**src/design/mrtu_pkg.sv**
```systemverilog
// Shared types, codes and helper functions for the Modbus RTU reply receiver.
package mrtu_pkg;

  // Item modes.
  localparam logic [1:0] MODE_START = 2'd0;
  localparam logic [1:0] MODE_BYTE  = 2'd1;
  localparam logic [1:0] MODE_TICK  = 2'd2;

  // Completion status codes.
  localparam logic [2:0] ST_OK      = 3'd0;
  localparam logic [2:0] ST_BAD_FN  = 3'd1;
  localparam logic [2:0] ST_EXCEPT  = 3'd2;
  localparam logic [2:0] ST_BAD_CRC = 3'd3;
  localparam logic [2:0] ST_TIMEOUT = 3'd4;

  // Configuration register indexes.
  localparam logic [1:0] CFG_SLAVE    = 2'd0;
  localparam logic [1:0] CFG_FUNCTION = 2'd1;
  localparam logic [1:0] CFG_HEADER   = 2'd2;
  localparam logic [1:0] CFG_TIMEOUT  = 2'd3;

  // Function codes that fix the frame length.
  localparam logic [7:0] FN_READ_COILS      = 8'd1;
  localparam logic [7:0] FN_READ_DISCRETE   = 8'd2;
  localparam logic [7:0] FN_READ_HOLDING    = 8'd3;
  localparam logic [7:0] FN_READ_INPUT      = 8'd4;
  localparam logic [7:0] FN_WRITE_COIL      = 8'd5;
  localparam logic [7:0] FN_WRITE_REG       = 8'd6;
  localparam logic [7:0] FN_WRITE_COILS     = 8'd15;
  localparam logic [7:0] FN_WRITE_REGS      = 8'd16;
  localparam logic [7:0] FN_MASK_WRITE      = 8'd22;
  localparam logic [7:0] FN_READ_WRITE_REGS = 8'd23;

  localparam logic [8:0] READ_OVERHEAD = 9'd5;
  localparam logic [8:0] WRITE_LENGTH  = 9'd8;
  localparam logic [8:0] MASK_LENGTH   = 9'd10;
  localparam logic [3:0] MIN_HEADER    = 4'd3;
  localparam logic [15:0] CRC_INIT     = 16'hFFFF;
  localparam logic [15:0] CRC_POLY     = 16'hA001;

  typedef enum logic [1:0] {
    PH_IDLE,
    PH_HUNT,
    PH_HEAD,
    PH_BODY
  } phase_t;

  typedef struct packed {
    logic [7:0]  expected_slave;
    logic [6:0]  expected_function;
    logic [3:0]  header_bytes;
    logic [31:0] timeout_ticks;
  } cfg_t;

  typedef struct packed {
    logic [7:0] frame_byte;
    logic       byte_valid;
    logic       done_res;
    logic [2:0] status;
    logic [7:0] exception_code;
    logic [8:0] frame_length;
  } result_t;

  // Header length with the lower bound of three bytes applied.
  function automatic logic [3:0] header_eff(input logic [3:0] hb);
    return (hb < MIN_HEADER) ? MIN_HEADER : hb;
  endfunction

  // One byte of the reflected Modbus CRC-16.
  function automatic logic [15:0] crc_byte(input logic [15:0] crc, input logic [7:0] b);
    logic [15:0] c;
    c = crc ^ {8'h00, b};
    for (int i = 0; i < 8; i++) begin
      if (c[0]) begin
        c = (c >> 1) ^ CRC_POLY;
      end else begin
        c = c >> 1;
      end
    end
    return c;
  endfunction

  // Frame length implied by the function code and the byte count.
  function automatic logic [8:0] length_for(input logic [7:0] fn, input logic [7:0] count,
                                            input logic [3:0] hb);
    logic [8:0] len;
    case (fn)
      FN_READ_COILS, FN_READ_DISCRETE, FN_READ_HOLDING, FN_READ_INPUT,
      FN_READ_WRITE_REGS: len = READ_OVERHEAD + {1'b0, count};
      FN_WRITE_COIL, FN_WRITE_REG, FN_WRITE_COILS, FN_WRITE_REGS: len = WRITE_LENGTH;
      FN_MASK_WRITE: len = MASK_LENGTH;
      default: len = {5'd0, header_eff(hb)};
    endcase
    return len;
  endfunction

  // Frame bytes actually echoed: bytes past a known length do not count.
  function automatic logic [8:0] echoed(input logic [8:0] seen, input logic [8:0] target);
    return (target != 9'd0 && seen > target) ? target : seen;
  endfunction

endpackage

```
**src/design/mrtu_if.sv**
```systemverilog
// Valid/ready channel interfaces for receiver items and results.
interface mrtu_item_if;
  logic       valid;
  logic       ready;
  logic [1:0] mode;
  logic [7:0] rx_byte;

  modport source (output valid, output mode, output rx_byte, input ready);
  modport sink (input valid, input mode, input rx_byte, output ready);
endinterface

interface mrtu_result_if;
  logic       valid;
  logic       ready;
  logic [7:0] frame_byte;
  logic       byte_valid;
  logic       done_res;
  logic [2:0] status;
  logic [7:0] exception_code;
  logic [8:0] frame_length;

  modport source (output valid, output frame_byte, output byte_valid, output done_res,
                  output status, output exception_code, output frame_length, input ready);
  modport sink (input valid, input frame_byte, input byte_valid, input done_res,
                input status, input exception_code, input frame_length, output ready);
endinterface

```
**src/design/mrtu_engine.sv**
```systemverilog
// Frame tracking state, CRC accumulation and completion decisions.
module mrtu_engine import mrtu_pkg::*; (
  input  logic       clk,
  input  logic       rst,
  input  logic       step,
  input  logic [1:0] mode,
  input  logic [7:0] rx_byte,
  input  cfg_t       cfg,
  output logic       res_valid,
  output result_t    res
);

  phase_t      phase, phase_next;
  logic [8:0]  bytes_seen, bytes_seen_next;
  logic [8:0]  target_length, target_length_next;
  logic [15:0] running_crc, running_crc_next;
  logic [7:0]  second_byte, second_byte_next;
  logic [7:0]  third_byte, third_byte_next;
  logic [31:0] tick_count, tick_count_next;

  logic        take;
  logic        check_body;
  logic [3:0]  heff;

  assign heff = header_eff(cfg.header_bytes);

  // Next state and result for the item held in the input register.
  always_comb begin
    phase_next         = phase;
    bytes_seen_next    = bytes_seen;
    target_length_next = target_length;
    running_crc_next   = running_crc;
    second_byte_next   = second_byte;
    third_byte_next    = third_byte;
    tick_count_next    = tick_count;
    res                = '0;
    take               = 1'b0;
    check_body         = 1'b0;

    case (mode)
      MODE_START: begin
        if (phase == PH_IDLE) begin
          phase_next         = PH_HUNT;
          bytes_seen_next    = 9'd0;
          target_length_next = 9'd0;
          running_crc_next   = CRC_INIT;
          second_byte_next   = 8'd0;
          third_byte_next    = 8'd0;
          tick_count_next    = 32'd0;
        end
      end
      MODE_TICK: begin
        if (phase != PH_IDLE) begin
          tick_count_next = tick_count + 32'd1;
          if (tick_count_next >= cfg.timeout_ticks) begin
            res.done_res     = 1'b1;
            res.status       = ST_TIMEOUT;
            res.frame_length = echoed(bytes_seen, target_length);
            phase_next       = PH_IDLE;
          end
        end
      end
      MODE_BYTE: begin
        if (phase == PH_HUNT) begin
          // The slave address opens the frame.
          if (rx_byte == cfg.expected_slave) begin
            running_crc_next = crc_byte(running_crc, rx_byte);
            bytes_seen_next  = 9'd1;
            phase_next       = PH_HEAD;
            res.frame_byte   = rx_byte;
            res.byte_valid   = 1'b1;
          end
        end else if (phase == PH_HEAD || phase == PH_BODY) begin
          take = (bytes_seen < 9'd3) || (bytes_seen < target_length);
          if (take) begin
            running_crc_next = crc_byte(running_crc, rx_byte);
            res.frame_byte   = rx_byte;
            res.byte_valid   = 1'b1;
            if (bytes_seen == 9'd1) begin
              second_byte_next = rx_byte;
            end
            if (bytes_seen == 9'd2) begin
              third_byte_next    = rx_byte;
              target_length_next = length_for(second_byte, rx_byte, cfg.header_bytes);
            end
          end
          bytes_seen_next = bytes_seen + 9'd1;
          check_body      = (phase == PH_BODY);

          // Header check once enough bytes are gathered.
          if (phase == PH_HEAD && bytes_seen_next >= {5'd0, heff}) begin
            if (second_byte_next[7]) begin
              res.done_res       = 1'b1;
              res.status         = ST_EXCEPT;
              res.exception_code = third_byte_next;
              res.frame_length   = echoed(bytes_seen_next, target_length_next);
              phase_next         = PH_IDLE;
            end else if (second_byte_next[6:0] != cfg.expected_function) begin
              res.done_res     = 1'b1;
              res.status       = ST_BAD_FN;
              res.frame_length = echoed(bytes_seen_next, target_length_next);
              phase_next       = PH_IDLE;
            end else begin
              phase_next = PH_BODY;
              check_body = 1'b1;
            end
          end

          // Frame end: the CRC over the whole frame must come to zero.
          if (check_body && bytes_seen_next >= target_length_next) begin
            res.done_res     = 1'b1;
            res.status       = (running_crc_next == 16'd0) ? ST_OK : ST_BAD_CRC;
            res.frame_length = target_length_next;
            phase_next       = PH_IDLE;
          end
        end
      end
      default: begin
      end
    endcase

    res_valid = res.byte_valid | res.done_res;
  end

  // State registers advance only when the held item is processed.
  always_ff @(posedge clk) begin
    if (rst) begin
      phase         <= PH_IDLE;
      bytes_seen    <= 9'd0;
      target_length <= 9'd0;
      running_crc   <= CRC_INIT;
      second_byte   <= 8'd0;
      third_byte    <= 8'd0;
      tick_count    <= 32'd0;
    end else if (step) begin
      phase         <= phase_next;
      bytes_seen    <= bytes_seen_next;
      target_length <= target_length_next;
      running_crc   <= running_crc_next;
      second_byte   <= second_byte_next;
      third_byte    <= third_byte_next;
      tick_count    <= tick_count_next;
    end
  end

  // An idle receiver ignores bytes and ticks.
  a_idle_silent: assert property (@(posedge clk) disable iff (rst)
    (step && phase == PH_IDLE && mode != MODE_START) |-> !res_valid)
    else $error("idle receiver produced a result");

  // The body phase always has bytes still to come.
  a_body_pending: assert property (@(posedge clk) disable iff (rst)
    (phase == PH_BODY) |-> (bytes_seen < target_length))
    else $error("body phase with no bytes outstanding");

endmodule

```
**src/design/modbus_rtu_response_receiver_core.sv**
```systemverilog
// Top level of the Modbus RTU reply receiver.
// A result is valid on the output once its item has passed the input register and the output register.
// Throughput: one item per cycle while the result side is ready; otherwise items wait in the registers.
// Reset clears the configuration to its defaults and the receiver to idle with no result held.
// Items that cause no result (start, ignored bytes and ticks) leave the output untouched.
module modbus_rtu_response_receiver_core import mrtu_pkg::*; (
  input  logic          clk,
  input  logic          rst,
  input  logic          cfg_we,
  input  logic [1:0]    cfg_index,
  input  logic [31:0]   cfg_data,
  mrtu_item_if.sink     item,
  mrtu_result_if.source result
);

  cfg_t       cfg;
  logic       in_valid;
  logic [1:0] in_mode;
  logic [7:0] in_byte;
  logic       advance;
  logic       eng_valid;
  result_t    eng_res;
  logic       out_valid;
  result_t    out_res;

  // Configuration registers.
  always_ff @(posedge clk) begin
    if (rst) begin
      cfg.expected_slave    <= 8'd1;
      cfg.expected_function <= 7'd3;
      cfg.header_bytes      <= 4'd5;
      cfg.timeout_ticks     <= 32'd1000;
    end else if (cfg_we) begin
      case (cfg_index)
        CFG_SLAVE:    cfg.expected_slave    <= cfg_data[7:0];
        CFG_FUNCTION: cfg.expected_function <= cfg_data[6:0];
        CFG_HEADER:   cfg.header_bytes      <= cfg_data[3:0];
        CFG_TIMEOUT:  cfg.timeout_ticks     <= cfg_data;
        default: begin
        end
      endcase
    end
  end

  // The held item moves on when the output register is free or being emptied.
  assign advance    = in_valid && (!out_valid || result.ready);
  assign item.ready = !in_valid || advance;

  // Input register.
  always_ff @(posedge clk) begin
    if (rst) begin
      in_valid <= 1'b0;
    end else if (item.valid && item.ready) begin
      in_valid <= 1'b1;
    end else if (advance) begin
      in_valid <= 1'b0;
    end
  end

  always_ff @(posedge clk) begin
    if (item.valid && item.ready) begin
      in_mode <= item.mode;
      in_byte <= item.rx_byte;
    end
  end

  mrtu_engine u_engine (
    .clk       (clk),
    .rst       (rst),
    .step      (advance),
    .mode      (in_mode),
    .rx_byte   (in_byte),
    .cfg       (cfg),
    .res_valid (eng_valid),
    .res       (eng_res)
  );

  // Output register.
  always_ff @(posedge clk) begin
    if (rst) begin
      out_valid <= 1'b0;
    end else if (advance) begin
      out_valid <= eng_valid;
    end else if (result.ready) begin
      out_valid <= 1'b0;
    end
  end

  always_ff @(posedge clk) begin
    if (advance && eng_valid) begin
      out_res <= eng_res;
    end
  end

  assign result.valid          = out_valid;
  assign result.frame_byte     = out_res.frame_byte;
  assign result.byte_valid     = out_res.byte_valid;
  assign result.done_res       = out_res.done_res;
  assign result.status         = out_res.status;
  assign result.exception_code = out_res.exception_code;
  assign result.frame_length   = out_res.frame_length;

  // A timeout never carries a frame byte.
  a_timeout_no_byte: assert property (@(posedge clk) disable iff (rst)
    (out_valid && out_res.done_res && out_res.status == ST_TIMEOUT) |-> !out_res.byte_valid)
    else $error("timeout transaction carries a frame byte");

  // A nonzero exception code only comes with an exception status.
  a_exc_code: assert property (@(posedge clk) disable iff (rst)
    (out_valid && out_res.exception_code != 8'd0)
      |-> (out_res.done_res && out_res.status == ST_EXCEPT))
    else $error("exception code without exception status");

  // Reported frame length stays within the longest read reply, a byte count of 255 plus five.
  a_len_bound: assert property (@(posedge clk) disable iff (rst)
    (out_valid && out_res.done_res) |-> (out_res.frame_length <= 9'd260))
    else $error("frame length out of range");

endmodule

```
**src/flat_wrapper.sv**
```systemverilog
// flat-port wrapper written by rule: the top's interface ports become plain ports
module modbus_rtu_response_receiver_core_flat import mrtu_pkg::*;
  (clk, rst, cfg_we, cfg_index, cfg_data, item_valid, item_mode, item_rx_byte, item_ready, result_valid, result_frame_byte, result_byte_valid, result_done_res, result_status, result_exception_code, result_frame_length, result_ready);
  mrtu_item_if item_i ();
  mrtu_result_if result_i ();
  input  logic clk;
  input  logic rst;
  input  logic cfg_we;
  input  logic [1:0] cfg_index;
  input  logic [31:0] cfg_data;
  input wire logic [$bits(item_i.valid)-1:0] item_valid;
  input wire logic [$bits(item_i.mode)-1:0] item_mode;
  input wire logic [$bits(item_i.rx_byte)-1:0] item_rx_byte;
  output wire logic [$bits(item_i.ready)-1:0] item_ready;
  output wire logic [$bits(result_i.valid)-1:0] result_valid;
  output wire logic [$bits(result_i.frame_byte)-1:0] result_frame_byte;
  output wire logic [$bits(result_i.byte_valid)-1:0] result_byte_valid;
  output wire logic [$bits(result_i.done_res)-1:0] result_done_res;
  output wire logic [$bits(result_i.status)-1:0] result_status;
  output wire logic [$bits(result_i.exception_code)-1:0] result_exception_code;
  output wire logic [$bits(result_i.frame_length)-1:0] result_frame_length;
  input wire logic [$bits(result_i.ready)-1:0] result_ready;
  assign item_i.valid = item_valid;
  assign item_i.mode = item_mode;
  assign item_i.rx_byte = item_rx_byte;
  assign item_ready = item_i.ready;
  assign result_valid = result_i.valid;
  assign result_frame_byte = result_i.frame_byte;
  assign result_byte_valid = result_i.byte_valid;
  assign result_done_res = result_i.done_res;
  assign result_status = result_i.status;
  assign result_exception_code = result_i.exception_code;
  assign result_frame_length = result_i.frame_length;
  assign result_i.ready = result_ready;
  modbus_rtu_response_receiver_core u_core (.clk(clk), .rst(rst), .cfg_we(cfg_we), .cfg_index(cfg_index), .cfg_data(cfg_data), .item(item_i), .result(result_i));
endmodule
```
**config.mk**
```make
export PLATFORM = sky130hd
export DESIGN_NAME = modbus_rtu_response_receiver_core_flat
export DESIGN_NICKNAME = d
export VERILOG_FILES = /design/src/design/mrtu_pkg.sv /design/src/design/mrtu_if.sv /design/src/design/mrtu_engine.sv /design/src/design/modbus_rtu_response_receiver_core.sv /design/src/flat_wrapper.sv
export SDC_FILE = /design/constraint.sdc
export NUM_CORES = 1
export LEC_CHECK = 0
export BUFFER_PORTS_ARGS = -buffer_cell sky130_fd_sc_hd__buf_2
export CAP_MARGIN = 25
export CORE_MARGIN = 2
export CORE_UTILIZATION = 61
export DETAILED_ROUTE_END_ITERATION = 10
export PLACE_DENSITY = 0.81
export SLEW_MARGIN = 5
export SYNTH_ARGS = -nofsm -noshare
export SYNTH_HDL_FRONTEND = slang
export SYNTH_SLANG_ARGS = --single-unit
```
**constraint.sdc**
```tcl
create_clock -name clk -period 7.07 [get_ports clk]
set_clock_uncertainty 0.15 [all_clocks]
set_input_delay 1.7675 -clock clk [delete_from_list [all_inputs] [get_ports clk]]
set_output_delay 1.7675 -clock clk [all_outputs]
set_load 0.01 [all_outputs]
```
==> results.sh, run 1 <==
export IMPL_combPwrFrac_pct=7.0
export IMPL_ys_ff_latch=177
export IMPL_power_frac_clock_pct=45.0
export IMPL_cp_slowest_cell="o31ai_4"
export IMPL_yosys_most_used_dff="dfxtp_1"
export IMPL_p_switching_w=0.000537
export IMPL_cp_depth=16
export IMPL_cts_sinks=177
export IMPL_num_io_pins=81
export IMPL_p_leak_nw=4.44
export IMPL_yosysTopAreaCell="dfxtp_1"
export IMPL_fillers=1312
export IMPL_postSynthCellCount=1222
export IMPL_synth_top_cell_area_share_pct=26.2
export IMPL_clockBufferDepth=2
export IMPL_drtIter0Drc=922
export IMPL_start_util_pct=62.8
export IMPL_hp_class="flip-flop to flip-flop"
export IMPL_die_w_um=135
export IMPL_cp_max_fo=18
export IMPL_power_density_mw_per_mm2=191
export IMPL_use_met3_pct=5.26
export IMPL_synthTopCellsByArea="dfxtp_1 (26%), edfxtp_1 (11%), ha_1 (7.5%), nand2_1 (5.3%), nor2_1 (4.8%)"
export IMPL_holdPathStages=2
export IMPL_nets=1385
export IMPL_post_cts_repair_setup_buffers=0
export IMPL_criticalPathCategory="flip-flop to flip-flop"
export IMPL_clk_root_buffer_cell="clkbuf_16"
export IMPL_fin_ws_ns=1.41
export IMPL_intPower_w=0.00169
export IMPL_failed_checks="design-rule violations"
export IMPL_synth_nets=1334
export IMPL_cts_buffers=17
export IMPL_ys_warn_count=0
export IMPL_met2_usage_pct=52.3
export IMPL_area_sequential_mm2=0.00394
export IMPL_routed_wl_um=27000
export IMPL_switching_share_pct=24.2
export IMPL_r2r_end="u_core.result.frame_length[2]"
export IMPL_fmax_mhz=177
export IMPL_setup_tns_final_ns=0
export IMPL_peakVddDrop_uv=191
export IMPL_place_congestion=0.983
export IMPL_ant_nets=0
export IMPL_cts_resized=0
export IMPL_async_flop_share_pct=0
export IMPL_netlist_area_mm2=0.0105
export IMPL_rsz0062_at_grt="false"
export IMPL_min_period_ns=5.66
export IMPL_drt_pass1_iterations=10
export IMPL_endpoint_kind="flip-flop"
export IMPL_r2r_start="u_core.u_engine.bytes_seen[6]"
export IMPL_postSynthAreaPerCell_um2=8.58
export IMPL_finalHoldViolations=0
export IMPL_slowest_delay_ns=0.66
export IMPL_multi_input_area_mm2=0.00603
export IMPL_grtUsageMet1_pct=36.4
export IMPL_dieHeight_um=135
export IMPL_path_clk_slew_ns=0.07
export IMPL_setup_violations=0
export IMPL_cts_htree_levels=4
export IMPL_row_count=47
export IMPL_ys_seq_area_share_pct=37.6
export IMPL_layout_drive_gt1_share_pct=12.2
export IMPL_seq_power_share_pct=48.0
export IMPL_cp_cell_sequence="ha_1, a211oi_1, o21bai_1, a211o_1, a21o_1, o21ai_0, inv_1, ha_1, o21ai_0, a21oi_1, o21ai_0, a311oi_1, nand2_1, o31ai_4, or3_4, o221ai_1"
export IMPL_area_growth_pct=11.1
export IMPL_period_share_pct=80.1
export IMPL_yosys_cell_types_count=82
export IMPL_wire_per_inst_um=17.9
export IMPL_overflow=0
export IMPL_busiest_layer="met2"
export IMPL_status="finished, violations left"
export IMPL_diodes=0
export IMPL_power_w=0.00222
export IMPL_clk_latency_ns=0.44
export IMPL_design_area_mm2=0.0116
export IMPL_antenna_found_initial=0
export IMPL_crit_family="compound AO/OA/AOI/OAI gates"
export IMPL_startpoint_type="flip-flop"
export IMPL_critical_path_startpoint="u_core.u_engine.bytes_seen[6]"
export IMPL_viasPerCell=6.20
export IMPL_r2r_cells=16
export IMPL_crit_required_ns=7.05
export IMPL_grt_usage_pct=29.8
export IMPL_hpwl_um=18700
export IMPL_cap_violations=0
export IMPL_ctsHoldBuffers=0
export IMPL_min_delay_start="u_core.cfg[19]"
export IMPL_grt_max_degree=64
export IMPL_drv_slew=0
export IMPL_crit_top_cell="o21ai_0"
export IMPL_vias=9340
export IMPL_port_buffers=80
export IMPL_path_buf_inv=1
export IMPL_crit_end="u_core.result.frame_length[2]"
export IMPL_placed_cell_area_mm2=0.0110
export IMPL_tightestPinTransition_ns=1.09
export IMPL_cp_arrival_ns=5.65
export IMPL_core_area_mm2=0.0167
export IMPL_grt_pass1_vias=8945
export IMPL_r2r_slack_ns=1.41
export IMPL_die_area_mm2=0.0183
export IMPL_dpl_worst_slack_ns=1.39
export IMPL_timing_slew_headroom_pct=27.5
export IMPL_grt_pass1_wl_um=43700
export IMPL_synth_edff_count=40
export IMPL_cts_tree="built"
export IMPL_drc=1
## stage by stage
stage	hold slack, ns	instances	utilization, %
floorplan	0.286	1222	-
global placement	0.293	1468	65.6
detailed placement	0.297	1468	65.6
CTS	0.307	1500	69.3
global route	0.323	1506	69.7
finish	0.306	1506	69.7
## registers in the layout (all words and copies together), names as in the netlist
name                           flops
u_core.result.exception_code       8
u_core.u_engine.second_byte        8
u_core.result.frame_byte           8
u_core.cfg                        51
u_core.u_engine.bytes_seen         9
u_core.in_mode                     2
u_core.result.valid                1
u_core.u_engine.phase              2
u_core.u_engine.third_byte         8
u_core.u_engine.running_crc       16
u_core.result.done_res             1
u_core.result.status               3
u_core.result.byte_valid           1
u_core.u_engine.target_length      9
u_core.u_engine.tick_count        32
u_core.in_byte                     8
u_core.result.frame_length         9
u_core.in_valid                    1
## synthesized netlist by cell type, types with 16 or more instances
master    number
nand3_1       40
nor3_1        17
edfxtp_1      40
xnor2_1       49
dfxtp_1      137
inv_1         65
nand4_1       22
o22ai_1       17
a21o_1        19
o21ai_0       35
mux2i_1       33
a22oi_1       38
a21oi_1       81
xor2_1        35
nor4_1        16
nand2_1      147
clkbuf_1      41
nor2_1       133
ha_1          63
## area by class of cell
type | count | share of cell area, %
Timing Repair Buffer | 94 | 4.60
Inverter | 66 | 2.13
Sequential cell | 177 | 33.9
Clock inverter | 9 | 1.01
Tap cell | 220 | 2.36
Clock buffer | 23 | 4.30
Multi-Input combinational cell | 917 | 51.8
## power by group through the flow
| stage | sequential, W | clock (W) | combinational (W) |
|---|---|---|---|
| floorplan | 0.00108 | 0 | 0.000117 |
| global placement | 0.00109 | 0 | 0.000149 |
| detailed placement | 0.00109 | 0 | 0.000152 |
| CTS | 0.00107 | 0.000999 | 0.000153 |
| global route | 0.00107 | 0.00104 | 0.000172 |
| finish | 0.00107 | 0.000999 | 0.000155 |
## cells in the final DEF, fill, tap and decap left out, types with 6 or more instances in the layout
cell type,count
nand2_1,147
dfxtp_1,137
nor2_1,133
a21oi_1,81
buf_2,79
inv_1,65
ha_1,63
xnor2_1,49
nand3_1,40
edfxtp_1,40
a22oi_1,38
xor2_1,35
o21ai_0,35
mux2i_1,33
nand4_1,22
a21o_1,19
clkbuf_16,19
nor3_1,17
o22ai_1,17
nor4_1,15
buf_4,12
and2_1,11
nand2b_1,11
or3_1,11
and3_1,11
o211ai_1,11
nor3b_1,7
a31oi_1,6
o31a_1,6
## worst min-delay path: stages, from the launching register on
cell and delay (ns):
dfxtp_1 0.31, nand2_1 0.05, a21oi_1 0.05
## layer usage
layer	routed length (um)	part of all wire, %	vias up
met1	11200	42	4452
met5	0	0	-
met3	1440	5.3	83
li1	-	-	4460
met2	13400	50	345
met4	970	3.6	0
## cell families (layout without fill, tap and decap cells)
logic type / Yosys count / after routing / synth area share (%)
AO/OA/AOI/OAI: 278 / 278 / 18.3
XOR/XNOR: 85 / 85 / 7.17
adder cells (fa/ha/maj): 63 / 63 / 7.52
buffers and inverters: 128 / 192 / 5.08
flip-flops: 177 / 177 / 37.6
multiplexers: 35 / 35 / 3.37
AND/OR/NAND/NOR: 456 / 456 / 21.0
## worst min path at each step
stage / endpoint
5_1_grt: u_core.cfg[25]
3_3_place_gp: u_core.cfg[21]
6_report: u_core.cfg[19]
4_1_cts: u_core.cfg[28]
3_5_place_dp: u_core.cfg[28]
2_1_floorplan: u_core.cfg[10]
Note: power is estimated with default switching activity, not from simulation.
==> run 2, diff against run 1 <==
- ABC_AREA: not set -> 1
- clock period: 7.07 -> 5.93 ns (I/O delays scaled with it)
==> results.sh, run 2 <==
export IMPL_drc=0
export IMPL_num_io_pins=81
export IMPL_cts_htree_levels=4
export IMPL_p_leak_nw=5.34
export IMPL_core_area_mm2=0.0171
export IMPL_crit_required_ns=5.88
export IMPL_setup_tns_final_ns=0
export IMPL_cap_violations=0
export IMPL_min_period_ns=5.15
export IMPL_status="finished, final reports clean"
export IMPL_grt_pass1_wl_um=46300
export IMPL_wire_per_inst_um=16.1
export IMPL_path_clk_slew_ns=0.07
export IMPL_crit_top_cell="nand3_1"
export IMPL_area_sequential_mm2=0.00394
export IMPL_ys_warn_count=0
export IMPL_viasPerCell=5.71
export IMPL_criticalPathCategory="flip-flop to flip-flop"
export IMPL_peakVddDrop_uv=209
export IMPL_fillers=1482
export IMPL_startpoint_type="flip-flop"
export IMPL_yosysMostFrequentCell="nand2_1"
export IMPL_crit_family="simple AND/OR/NAND/NOR gates"
export IMPL_hp_class="flip-flop to flip-flop"
export IMPL_final_common_cell="nand2_1"
export IMPL_cp_arrival_ns=5.10
export IMPL_setup_violations=0
export IMPL_layout_drive_gt1_share_pct=11.3
export IMPL_vias=10100
export IMPL_drt_pass1_iterations=5
export IMPL_drv_slew=0
export IMPL_synth_nets=1588
export IMPL_largest_register="u_core.cfg"
export IMPL_fin_util_pct=68.8
export IMPL_grt_pass1_vias=9260
export IMPL_yosys_cell_types_count=46
export IMPL_period_share_pct=86.8
export IMPL_dieHeight_um=136
export IMPL_postSynthCellCount=1476
export IMPL_synth_edff_count=40
export IMPL_power_density_mw_per_mm2=253
export IMPL_clk_latency_ns=0.44
export IMPL_postSynthAreaPerCell_um2=7.17
export IMPL_cp_slowest_cell="nor4_1"
export IMPL_die_area_mm2=0.0184
export IMPL_ys_ff_latch=177
export IMPL_endpoint_kind="flip-flop"
export IMPL_fmax_mhz=194
export IMPL_antenna_found_initial=0
export IMPL_grt_max_degree=80
export IMPL_multi_input_area_mm2=0.00571
export IMPL_area_growth_pct=11.2
export IMPL_row_count=48
export IMPL_nets=1650
export IMPL_power_w=0.00298
export IMPL_routed_wl_um=28700
export IMPL_clockBufferDepth=2
export IMPL_path_buf_inv=5
export IMPL_port_buffers=80
export IMPL_overflow=0
export IMPL_layout_common_cells="nand2_1 (337), inv_1 (182), a21oi_1 (139), dfxtp_1 (137), o21ai_0 (110)"
export IMPL_netlist_area_mm2=0.0106
export IMPL_largest_register_ff_count=51
export IMPL_async_flop_share_pct=0
export IMPL_synthTopCellsByArea="dfxtp_1 (26%), nand2_1 (12%), edfxtp_1 (11%), ha_1 (7.4%), a21oi_1 (6.6%)"
export IMPL_clk_root_buffer_cell="clkbuf_16"
export IMPL_timing_slew_headroom_pct=37.1
export IMPL_cp_max_fo=30
export IMPL_hpwl_um=20900
export IMPL_top_regs="u_core.cfg x51, u_core.u_engine.tick_count x32, u_core.u_engine.running_crc x16"
export IMPL_start_util_pct=61.9
export IMPL_cts_tree="built"
export IMPL_diodes=0
export IMPL_synth_common_cells="nand2_1 (337), inv_1 (182), a21oi_1 (139)"
export IMPL_grt_usage_pct=32.0
export IMPL_yosysTopAreaCell="dfxtp_1"
export IMPL_rsz0062_at_grt="false"
export IMPL_finalHoldViolations=0
export IMPL_die_w_um=136
export IMPL_tightestPinTransition_ns=0.943
export IMPL_post_cts_repair_setup_buffers=0
export IMPL_place_congestion=0.979
export IMPL_yosys_most_used_dff="dfxtp_1"
export IMPL_cts_resized=0
export IMPL_ys_seq_area_share_pct=37.2
export IMPL_drtIter0Drc=867
export IMPL_synth_top_cell_area_share_pct=25.9
export IMPL_cp_cell_sequence="nand3_1, nor3_2, inv_1, nor2_2, inv_2, nor3_4, nand3_1, nor3_1, nand3_1, xor2_1, inv_1, ha_1, nand4_1, nor4_1, nand4_1, nand3_1, nand2_1, nor2_1, nand2_1, nand3_1, nand2_1, inv_1, buf_4"
export IMPL_cts_buffers=17
export IMPL_ctsHoldBuffers=0
export IMPL_cts_sinks=177
export IMPL_slowest_delay_ns=0.57
export IMPL_ant_nets=0
==> run 2: cells by family after synthesis <==
kind of cell	count (synthesis)	synth area share, %
adders and majority gates	63	7.44
and+or+nand+nor	627	25.8
buffers and inverters	245	8.94
muxes	2	0.189
xor gates and xnor gates	53	4.45
AOI/OAI and AO/OA	309	15.9
DFF	177	37.2
==> run 2: final timing paths <==
| check | from | end | slack [ns] | cells after the start |
|---|---|---|---|---|
| worst min-delay path | u_core.cfg[19] | u_core.cfg[19] | 0.31 | 2 |
| worst max register to register | u_core.u_engine.tick_count[0] | u_core.result.exception_code[1] | 0.78 | 23 |
| worst max-delay path | u_core.u_engine.tick_count[0] | u_core.result.exception_code[1] | 0.78 | 23 |
| worst min register to register | u_core.cfg[19] | u_core.cfg[19] | 0.31 | 2 |
==> run 2: layout make-up <==
class	instances	area share [%]
Inverter	193	6.15
Multi-Input combinational cell	1054	48.5
Sequential cell	177	33.5
Clock inverter	10	0.829
Timing Repair Buffer	95	4.53
Tap cell	225	2.39
Clock buffer	22	4.12
==> run 2: stage by stage <==
| step | hold WS, ns | setup slack (ns) | cells | cell area [um2] |
|---|---|---|---|---|
| 3_5_place_dp | 0.303 | 0.942 | 1742 | 11200 |
| 2_1_floorplan | 0.280 | 1.52 | 1476 | 10600 |
| 5_1_grt | 0.328 | 0.317 | 1776 | 11800 |
| 3_3_place_gp | 0.297 | 1.12 | 1742 | 11200 |
| 6_report | 0.313 | 0.784 | 1776 | 11800 |
| 4_1_cts | 0.313 | 0.876 | 1774 | 11700 |
==> run 2: power breakdown <==
part           switching [W]  total, W  internal (W)
Combinational       0.000380  0.000561      0.000181
Sequential         0.0000348   0.00130       0.00126
Clock               0.000495   0.00112      0.000629
==> run 2: layer usage <==
metal	vias up	GRT usage, %	share of wire, %
met5	-	0	0
met1	4632	40.1	42
met2	430	54.0	47
met4	0	15.0	3.9
li1	5005	-	-
met3	73	4.90	7.0
==> run 2: worst min-delay path: stages (launching register included) <==
cell and delay (ns):
dfxtp_1 0.30, inv_1 0.06, a21oi_1 0.06
